**src/hw/rtl/bpa_pkg.sv**
```systemverilog
// ----------------------------------------------------------------------------
// Bezier path animator package
// Widths, register indexes, defaults and the divider request type.
// ----------------------------------------------------------------------------
`default_nettype none

package bpa_pkg;

	localparam int DEF_COORD_BITS  = 21;
	localparam int DEF_T_FRAC_BITS = 16;

	localparam int TIME_BITS    = 32;
	localparam int SPAN_BITS    = 24;
	localparam int CFG_BITS     = 63;
	localparam int CFG_IDX_BITS = 3;

	localparam logic [CFG_IDX_BITS-1:0] REG_POINT0 = 3'd0;
	localparam logic [CFG_IDX_BITS-1:0] REG_POINT1 = 3'd1;
	localparam logic [CFG_IDX_BITS-1:0] REG_POINT2 = 3'd2;
	localparam logic [CFG_IDX_BITS-1:0] REG_POINT3 = 3'd3;
	localparam logic [CFG_IDX_BITS-1:0] REG_SPAN   = 3'd4;
	localparam logic [CFG_IDX_BITS-1:0] REG_LOOP   = 3'd5;

	localparam logic [SPAN_BITS-1:0] SPAN_RESET = 24'd1000;

	typedef struct packed {
		logic                 start;
		logic [SPAN_BITS-1:0] dividend;
		logic [SPAN_BITS-1:0] divisor;
	} div_req_t;

endpackage

`default_nettype wire

```
**src/hw/rtl/bpa_div.sv**
```systemverilog
// ----------------------------------------------------------------------------
// Bezier path animator divider
// Restoring divider that forms elapsed * 2^FRAC_BITS / span, one bit a cycle.
// ----------------------------------------------------------------------------
`default_nettype none

module bpa_div
	import bpa_pkg::*;
#(
	parameter int FRAC_BITS = DEF_T_FRAC_BITS
) (
	input  wire logic             clk,
	input  wire logic             arst_n,
	input  wire div_req_t         req,
	output logic                  done,
	output logic [FRAC_BITS:0]    quot
);

	localparam int CNT_BITS = $clog2(FRAC_BITS + 1);

	logic                  busy_q;
	logic                  done_q;
	logic [CNT_BITS-1:0]   cnt_q;
	logic [SPAN_BITS-1:0]  rem_q;
	logic [SPAN_BITS-1:0]  div_q;
	logic [FRAC_BITS-1:0]  q_q;
	logic                  full_q;
	logic [SPAN_BITS:0]    shl_w;
	logic [SPAN_BITS:0]    diff_w;
	logic                  fit_w;

	assign shl_w  = {rem_q, 1'b0};
	assign diff_w = shl_w - {1'b0, div_q};
	assign fit_w  = shl_w >= {1'b0, div_q};

	always_ff @(posedge clk or negedge arst_n) begin
		if (!arst_n) begin
			busy_q <= 1'b0;
			done_q <= 1'b0;
			cnt_q  <= '0;
		end else begin
			done_q <= 1'b0;
			if (req.start) begin
				busy_q <= 1'b1;
				cnt_q  <= CNT_BITS'(FRAC_BITS);
			end else if (busy_q) begin
				cnt_q <= cnt_q - 1'b1;
				if (cnt_q == CNT_BITS'(1)) begin
					busy_q <= 1'b0;
					done_q <= 1'b1;
				end
			end
		end
	end

	always_ff @(posedge clk) begin
		if (req.start) begin
			rem_q  <= req.dividend;
			div_q  <= req.divisor;
			q_q    <= '0;
			full_q <= req.dividend == req.divisor;
		end else if (busy_q) begin
			rem_q <= fit_w ? diff_w[SPAN_BITS-1:0] : shl_w[SPAN_BITS-1:0];
			q_q   <= {q_q[FRAC_BITS-2:0], fit_w};
		end
	end

	assign done = done_q;
	assign quot = full_q ? {1'b1, {FRAC_BITS{1'b0}}} : {1'b0, q_q};

endmodule

`default_nettype wire

```
**src/hw/rtl/bpa_mul.sv**
```systemverilog
// ----------------------------------------------------------------------------
// Bezier path animator multiplier
// Shared signed multiplier with a registered product.
// ----------------------------------------------------------------------------
`default_nettype none

module bpa_mul
	import bpa_pkg::*;
#(
	parameter int A_BITS = DEF_T_FRAC_BITS + 3,
	parameter int B_BITS = DEF_COORD_BITS
) (
	input  wire logic                       clk,
	input  wire logic                       en,
	input  wire logic signed [A_BITS-1:0]   a,
	input  wire logic signed [B_BITS-1:0]   b,
	output logic signed [A_BITS+B_BITS-1:0] p_q
);

	always_ff @(posedge clk) begin
		if (en) begin
			p_q <= a * b;
		end
	end

endmodule

`default_nettype wire

```
**src/hw/rtl/bezier_path_animator.sv**
```systemverilog
// ----------------------------------------------------------------------------
// Bezier path animator
// Turns tick times into a position on a cubic Bezier path in three axes.
// ----------------------------------------------------------------------------
//  channel   handshake              payload
//  input     in_valid / in_ready    now_ms, start_ms, paused_ms
//  output    out_valid / out_ready  pos_x, pos_y, pos_z, moved, finished,
//                                   restarted, halted
//  config    cfg_we                 cfg_index, cfg_data
//
// A moving tick passes through the restoring divider, then 18 slots on the
// shared multiplier, then the done state, which raises out_valid. A tick after
// the end raises out_valid in the cycle after its accept. in_ready is low
// while a tick is in work and while a beat waits unaccepted. Reset clears
// control state and restores the register defaults.
// ----------------------------------------------------------------------------
`default_nettype none

module bezier_path_animator
	import bpa_pkg::*;
#(
	parameter int COORD_BITS  = DEF_COORD_BITS,
	parameter int T_FRAC_BITS = DEF_T_FRAC_BITS
) (
	input  wire logic                         clk,
	input  wire logic                         arst_n,
	input  wire logic                         cfg_we,
	input  wire logic [CFG_IDX_BITS-1:0]      cfg_index,
	input  wire logic [CFG_BITS-1:0]          cfg_data,
	input  wire logic                         in_valid,
	output logic                              in_ready,
	input  wire logic [TIME_BITS-1:0]         now_ms,
	input  wire logic [TIME_BITS-1:0]         start_ms,
	input  wire logic [TIME_BITS-1:0]         paused_ms,
	output logic                              out_valid,
	input  wire logic                         out_ready,
	output logic signed [COORD_BITS-1:0]      pos_x,
	output logic signed [COORD_BITS-1:0]      pos_y,
	output logic signed [COORD_BITS-1:0]      pos_z,
	output logic                              moved,
	output logic                              finished,
	output logic                              restarted,
	output logic                              halted
);

	localparam int ONE_W = T_FRAC_BITS + 1;
	localparam int WW    = T_FRAC_BITS + 2;
	localparam int WA    = T_FRAC_BITS + 3;
	localparam int WB    = (T_FRAC_BITS + 2 > COORD_BITS) ? T_FRAC_BITS + 2 : COORD_BITS;
	localparam int WP    = WA + WB;
	localparam int WACC  = WP + 2;

	localparam logic [ONE_W-1:0] ONE = {1'b1, {T_FRAC_BITS{1'b0}}};
	localparam logic signed [WACC-1:0] SAT_HI = WACC'((2 ** (COORD_BITS - 1)) - 1);
	localparam logic signed [WACC-1:0] SAT_LO = -SAT_HI - WACC'(1);

	localparam logic [1:0] ST_IDLE = 2'd0;
	localparam logic [1:0] ST_DIV  = 2'd1;
	localparam logic [1:0] ST_MUL  = 2'd2;
	localparam logic [1:0] ST_DONE = 2'd3;

	localparam logic [4:0] STEP_UU     = 5'd0;
	localparam logic [4:0] STEP_TT     = 5'd1;
	localparam logic [4:0] STEP_B0     = 5'd2;
	localparam logic [4:0] STEP_B1     = 5'd3;
	localparam logic [4:0] STEP_B2     = 5'd4;
	localparam logic [4:0] STEP_B3     = 5'd5;
	localparam logic [4:0] STEP_BLEND  = 5'd6;
	localparam logic [4:0] STEP_LAST   = 5'd17;

	localparam logic [1:0] TERM_LAST = 2'd3;
	localparam logic [1:0] AXIS_X    = 2'd0;
	localparam logic [1:0] AXIS_Y    = 2'd1;

	logic [CFG_BITS-1:0]  pt_q [4];
	logic [SPAN_BITS-1:0] span_q;
	logic                 loop_q;

	logic [1:0]           state_q;
	logic [4:0]           st_q;
	logic [4:0]           tag_s1;
	logic                 tag_vld_s1;
	logic                 out_valid_q;
	logic                 moved_q;
	logic                 restarted_q;
	logic                 ended_q;
	logic                 halted_q;

	logic [ONE_W-1:0]     t_q;
	logic [ONE_W-1:0]     u_q;
	logic [ONE_W-1:0]     uu_q;
	logic [ONE_W-1:0]     tt_q;
	logic [WW-1:0]        w_q [4];
	logic signed [WACC-1:0] acc_q;
	logic signed [COORD_BITS-1:0] held_x_q;
	logic signed [COORD_BITS-1:0] held_y_q;
	logic signed [COORD_BITS-1:0] held_z_q;

	logic [TIME_BITS+1:0] el_w;
	logic [TIME_BITS-1:0] elapsed_w;
	logic [SPAN_BITS-1:0] span_w;
	logic                 over_w;
	logic                 accept_w;
	div_req_t             div_req;
	logic                 div_done;
	logic [ONE_W-1:0]     div_quot;

	logic                 mul_en;
	logic signed [WA-1:0] mul_a;
	logic signed [WB-1:0] mul_b;
	logic signed [WP-1:0] mul_p;

	logic [4:0]           iss_idx_w;
	logic signed [COORD_BITS-1:0] iss_crd_w;

	logic [4:0]           cons_idx_w;
	logic [1:0]           cons_term_w;
	logic [1:0]           cons_axis_w;
	logic [ONE_W-1:0]     pw_w;
	logic signed [WACC-1:0] sum_w;
	logic signed [WACC-1:0] sh_w;
	logic signed [COORD_BITS-1:0] sat_w;
	logic                 store_w;

	// Configuration registers.
	always_ff @(posedge clk or negedge arst_n) begin
		if (!arst_n) begin
			for (int i = 0; i < 4; i++) begin
				pt_q[i] <= '0;
			end
			span_q <= SPAN_RESET;
			loop_q <= 1'b0;
		end else if (cfg_we) begin
			unique case (cfg_index)
				REG_POINT0: pt_q[0] <= cfg_data;
				REG_POINT1: pt_q[1] <= cfg_data;
				REG_POINT2: pt_q[2] <= cfg_data;
				REG_POINT3: pt_q[3] <= cfg_data;
				REG_SPAN:   span_q  <= cfg_data[SPAN_BITS-1:0];
				REG_LOOP:   loop_q  <= cfg_data[0];
				default:    ;
			endcase
		end
	end

	assign el_w      = {2'b00, now_ms} - {2'b00, start_ms} - {2'b00, paused_ms};
	assign elapsed_w = el_w[TIME_BITS+1] ? '0 : el_w[TIME_BITS-1:0];
	assign span_w    = (span_q == '0) ? SPAN_BITS'(1) : span_q;
	assign over_w    = elapsed_w > TIME_BITS'(span_w);

	assign in_ready = (state_q == ST_IDLE) && (!out_valid_q || out_ready);
	assign accept_w = in_valid && in_ready;

	assign div_req.start    = accept_w && !ended_q;
	assign div_req.dividend = over_w ? span_w : elapsed_w[SPAN_BITS-1:0];
	assign div_req.divisor  = span_w;

	bpa_div #(
		.FRAC_BITS(T_FRAC_BITS)
	) u_div (
		.clk    (clk),
		.arst_n (arst_n),
		.req    (div_req),
		.done   (div_done),
		.quot   (div_quot)
	);

	// Sequencer.
	always_ff @(posedge clk or negedge arst_n) begin
		if (!arst_n) begin
			state_q     <= ST_IDLE;
			st_q        <= '0;
			tag_s1      <= '0;
			tag_vld_s1  <= 1'b0;
			out_valid_q <= 1'b0;
			moved_q     <= 1'b0;
			restarted_q <= 1'b0;
			ended_q     <= 1'b0;
			halted_q    <= 1'b0;
		end else begin
			tag_s1     <= st_q;
			tag_vld_s1 <= state_q == ST_MUL;
			if (out_valid_q && out_ready) begin
				out_valid_q <= 1'b0;
			end
			unique case (state_q)
				ST_IDLE: begin
					if (accept_w) begin
						if (ended_q && loop_q) begin
							ended_q     <= 1'b0;
							halted_q    <= 1'b0;
							out_valid_q <= 1'b1;
							moved_q     <= 1'b0;
							restarted_q <= 1'b1;
						end else if (ended_q) begin
							halted_q    <= 1'b1;
							out_valid_q <= 1'b1;
							moved_q     <= 1'b0;
							restarted_q <= 1'b0;
						end else begin
							ended_q <= over_w;
							state_q <= ST_DIV;
						end
					end
				end
				ST_DIV: begin
					if (div_done) begin
						st_q    <= '0;
						state_q <= ST_MUL;
					end
				end
				ST_MUL: begin
					st_q <= st_q + 1'b1;
					if (st_q == STEP_LAST) begin
						state_q <= ST_DONE;
					end
				end
				ST_DONE: begin
					out_valid_q <= 1'b1;
					moved_q     <= 1'b1;
					restarted_q <= 1'b0;
					state_q     <= ST_IDLE;
				end
				default: state_q <= ST_IDLE;
			endcase
		end
	end

	// Operand selection for the shared multiplier.
	assign iss_idx_w = st_q - STEP_BLEND;
	assign iss_crd_w = pt_q[iss_idx_w[1:0]][iss_idx_w[3:2]*COORD_BITS +: COORD_BITS];
	assign mul_en    = state_q == ST_MUL;

	always_comb begin
		unique case (st_q)
			STEP_UU: begin
				mul_a = WA'(u_q);
				mul_b = WB'(u_q);
			end
			STEP_TT: begin
				mul_a = WA'(t_q);
				mul_b = WB'(t_q);
			end
			STEP_B0: begin
				mul_a = WA'(uu_q);
				mul_b = WB'(u_q);
			end
			STEP_B1: begin
				mul_a = WA'(uu_q);
				mul_b = WB'(t_q);
			end
			STEP_B2: begin
				mul_a = WA'(tt_q);
				mul_b = WB'(u_q);
			end
			STEP_B3: begin
				mul_a = WA'(tt_q);
				mul_b = WB'(t_q);
			end
			default: begin
				mul_a = WA'(w_q[iss_idx_w[1:0]]);
				mul_b = WB'(iss_crd_w);
			end
		endcase
	end

	bpa_mul #(
		.A_BITS(WA),
		.B_BITS(WB)
	) u_mul (
		.clk (clk),
		.en  (mul_en),
		.a   (mul_a),
		.b   (mul_b),
		.p_q (mul_p)
	);

	// Product handling, in the cycle after the issue.
	assign cons_idx_w  = tag_s1 - STEP_BLEND;
	assign cons_term_w = cons_idx_w[1:0];
	assign cons_axis_w = cons_idx_w[3:2];
	assign pw_w        = mul_p[T_FRAC_BITS +: ONE_W];
	assign sum_w       = ((cons_term_w == 2'd0) ? '0 : acc_q) + WACC'(mul_p);
	assign sh_w        = sum_w >>> T_FRAC_BITS;
	assign sat_w       = (sh_w > SAT_HI) ? SAT_HI[COORD_BITS-1:0] :
	                     (sh_w < SAT_LO) ? SAT_LO[COORD_BITS-1:0] :
	                     sh_w[COORD_BITS-1:0];
	assign store_w     = tag_vld_s1 && (tag_s1 >= STEP_BLEND) && (cons_term_w == TERM_LAST);

	always_ff @(posedge clk) begin
		if (div_done) begin
			t_q <= div_quot;
			u_q <= ONE - div_quot;
		end
		if (tag_vld_s1) begin
			unique case (tag_s1)
				STEP_UU: uu_q   <= pw_w;
				STEP_TT: tt_q   <= pw_w;
				STEP_B0: w_q[0] <= WW'(pw_w);
				STEP_B1: w_q[1] <= (WW'(pw_w) << 1) + WW'(pw_w);
				STEP_B2: w_q[2] <= (WW'(pw_w) << 1) + WW'(pw_w);
				STEP_B3: w_q[3] <= WW'(pw_w);
				default: acc_q  <= sum_w;
			endcase
		end
	end

	always_ff @(posedge clk or negedge arst_n) begin
		if (!arst_n) begin
			held_x_q <= '0;
			held_y_q <= '0;
			held_z_q <= '0;
		end else if (store_w) begin
			unique case (cons_axis_w)
				AXIS_X:  held_x_q <= sat_w;
				AXIS_Y:  held_y_q <= sat_w;
				default: held_z_q <= sat_w;
			endcase
		end
	end

	assign out_valid = out_valid_q;
	assign pos_x     = held_x_q;
	assign pos_y     = held_y_q;
	assign pos_z     = held_z_q;
	assign moved     = moved_q;
	assign finished  = ended_q;
	assign restarted = restarted_q;
	assign halted    = halted_q;

endmodule

`default_nettype wire

```
**config.mk**
```make
export PLATFORM = sky130hd
export DESIGN_NAME = bezier_path_animator
export DESIGN_NICKNAME = d
export VERILOG_FILES = /design/src/hw/rtl/bpa_pkg.sv /design/src/hw/rtl/bpa_div.sv /design/src/hw/rtl/bpa_mul.sv /design/src/hw/rtl/bezier_path_animator.sv
export SDC_FILE = /design/constraint.sdc
export NUM_CORES = 2
export LEC_CHECK = 0
export BUFFER_PORTS_ARGS = -buffer_cell sky130_fd_sc_hd__buf_2
export CAP_MARGIN = 20
export CORE_ASPECT_RATIO = 1.4
export CORE_MARGIN = 2
export CORE_UTILIZATION = 45
export DETAILED_ROUTE_END_ITERATION = 10
export PLACE_DENSITY = 0.64
export SYNTH_ARGS = -nofsm -noshare
export SYNTH_HDL_FRONTEND = slang
export SYNTH_SLANG_ARGS = --single-unit
export TNS_END_PERCENT = 1
```
**constraint.sdc**
```tcl
create_clock -name clk -period 13.3 [get_ports clk]
set_input_delay 0.665 -clock clk [delete_from_list [all_inputs] [get_ports clk]]
set_output_delay 0.665 -clock clk [all_outputs]
set_load 0.02 [all_outputs]
```
==> flow_metrics.py <==
metrics = {
    "worst_setup_path": {
        "cp-startpoint": "st_q[1]$_DFFE_PN0P_",
        "reg2reg_depth": 31,
        "slowest_delay_ns": 0.87,
        "reg2reg_from": "st_q[1]$_DFFE_PN0P_",
        "crit_path_frequent_cell": "fa_1",
        "slowest_stage": "dfrtp_4",
        "crit_fanout": 43,
        "critPathRequiredTime_ns": 13.74,
        "cp-start-kind": "register",
        "crit_type": "reg -> reg",
        "endpoint_kind": "register",
        "arrival_ns": 11.25,
    },
    "logic_synthesis": {
        "synth-seq-cells": 649,
        "synth_top_area_share_pct": 18.1,
        "avgSynthCellArea_sq_um": 10.5,
        "synth_area_leaders": "dfrtp_1 18%, edfxtp_1 16%, fa_1 16%",
        "synth_edf_count": 268,
        "synth-async-reset-ratio_pct": 56.2,
        "synth.distinct_cells": 99,
        "synth_warnings": 0,
        "synth_top_area_cell": "dfrtp_1",
        "synth_ff_type": "dfrtp_1",
        "ys_seq_area_share_pct": 35.2,
        "syn_area_sq_mm": 0.0497,
        "syn_inst": 4748,
        "syn-num-nets": 5588,
    },
    "grt": {
        "grt_overflow": 0,
        "grt_pass1_vias": 37700,
        "grt_max_degree": 168,
        "grt_pass1_wl_um": 216000,
        "track_usage_pct": 24.5,
        "antenna_found_initial": 8,
    },
    "route": {
        "via_count": 35900,
        "drt_wl_total_um": 137000,
        "drt_iter0_drc": 2300,
        "drc_errors": 0,
        "wl_per_cell_um": 21.4,
        "vias_per_cell": 5.59,
        "drtAntennaViolNets": 0,
        "drt_first_pass_iters": 7,
    },
    "timing": {
        "setup-tns-final_ns": 0,
        "worstMarginPinSlew_ns": 1.20,
        "fmax_mhz": 92.5,
        "slew_violations": 0,
        "setup_viol": 0,
        "finalCritPeriodShare_pct": 81.2,
        "rsz0062_at_grt": "false",
        "slew_headroom_pct": 19.9,
        "min_period_ns": 10.81,
        "hold_viol": 0,
        "fin_worst_skew_ns": 0.0609,
        "worst_hold_slack_ns": 0.0788,
    },
    "placement": {
        "gp_congestion": 0.944,
        "io_buffers": 235,
        "dp_cells": 6306,
        "dp_hpwl_um": 107000,
    },
    "final_layout": {
        "syn_to_final_growth_pct": 10.5,
        "fin_util_pct": 50.1,
        "nNetsFinal": 5751,
        "drive_gt1_share_pct": 17.3,
        "fin_cells": 6423,
    },
    "clock_tree": {
        "clk_latency_ns": 0.67,
        "cts_root_buf": "clkbuf_16",
        "post_cts_resized": 0,
        "clockBufferDepth": 3,
        "clk_pin_slew_ns": 0.07,
        "htreeDepth": 2,
        "cts_hold_buf": 0,
        "post_cts_buffers": 0,
        "cts.sinks": 649,
        "tritoncts": "yes",
        "cts_buffers": 60,
    },
    "run_status": {
        "status": "completed",
    },
    "flow_run": {
        "drv_cap": 0,
    },
    "floorplan": {
        "start_util_pct": 45.3,
        "die_h_um": 397,
        "boundaryPins": 236,
        "dieArea_sq_mm": 0.113,
        "die_w_um": 285,
        "core-area_sq_mm": 0.110,
        "rows": 144,
    },
    "min_path": {
        "hp-class": "in -> async",
    },
}
[synthesized netlist by cell type (all sizes together) (24+ instances only)]
cell type,number
nor4,27
nand2b,91
clkbuf,174
nand2,333
a21oi,256
mux4,80
a221oi,24
nand4,34
a22oi,38
and2,61
nor2b,66
dfrtp,359
a31oi,32
xnor2,125
fa,386
nand3,50
a211oi,36
o21ai,161
inv,603
nor3,71
a21o,76
ha,287
edfxtp,268
nor2,430
mux2,264
xor2,53
buf,42
and3,25
[critical path, delay by kind of cell (launching register included)]
family / cells / cell delay [ns]
adder cells (fa/ha/maj): 8 / 3.75
AO/OA/AOI/OAI: 8 / 2.42
AND/OR/NAND/NOR: 8 / 2.18
buffers and inverters: 7 / 1.32
flip-flops: 1 / 0.87
[stage by stage]
step	cell area [sq um]	setup WS, ns
floorplan	49700	3.90
global placement	52700	2.88
detailed placement	52700	2.74
CTS	54900	2.65
global route	54900	2.08
finish	54900	2.49
[worst paths after layout]
check	slack, ns	endpoint
max	2.49	u_mul.p_q[31]$_DFFE_PP_
min	0.08	pos_y[10]$_DFFE_PN0P_
max reg2reg	2.49	u_mul.p_q[31]$_DFFE_PP_
min reg2reg	0.48	pos_y[19]$_DFFE_PN0P_
max in group asynchronous	11.65	halted$_DFFE_PN0P_
min in group clk	0.29	pt_q[176]$_DFFE_PN0P_
[sequential cells by signal, indices dropped and copies added, names as in the netlist, 24 cells and up]
name         flops
w_q             70
u_div.rem_q     24
acc_q           42
pt_q           252
u_mul.p_q       40
u_div.div_q     24
span_q          24
[kinds of logic after synthesis]
kind of cell / Yosys count / share of synthesized area (%)
xor gates and xnor gates: 178 / 3.14
AOI/OAI and AO/OA: 808 / 10.6
buffers and inverters: 819 / 6.29
DFF: 649 / 35.2
muxes: 367 / 10.1
and+or+nand+nor: 1254 / 11.9
adders and majority gates: 673 / 22.8
[cell type report]
cell class	instances	area, sq um
fillers	9871	54800
multi-input cells	3280	29300
flip-flops and latches	649	17500
inverters	603	2260
repair buffers	317	1850
clock buffers	83	1830
well taps	1460	1830
clock inverters	29	318
diodes	2	5.00
[routing by layer]
layer  share of wire (%)  track usage [%]  vias up
met5               0.037                0        -
met2                  52             44.8     1069
met4                 6.0             12.5        8
li1                    -                -    16500
met1                  37             28.3    18000
met3                 4.4             2.63      327
[cells in the final DEF, fill, tap and decap left out, types with 33 or more instances in the layout]
cell       instances
inv_1            602
nor2_1           428
fa_1             386
dfrtp_1          357
nand2_1          333
ha_1             286
edfxtp_1         268
mux2_2           264
a21oi_1          250
buf_2            234
o21ai_0          140
xnor2_1          124
nand2b_1          91
mux4_2            80
buf_4             78
a21o_1            76
clkbuf_16         66
nor2b_1           64
nor3_1            62
and2_1            61
xor2_1            52
nand3_1           50
a22oi_1           38
a211oi_1          36
nand4_1           33
Power is not shown: default switching activity piles up to over one toggle a cycle in this logic, so the estimate is an artifact.
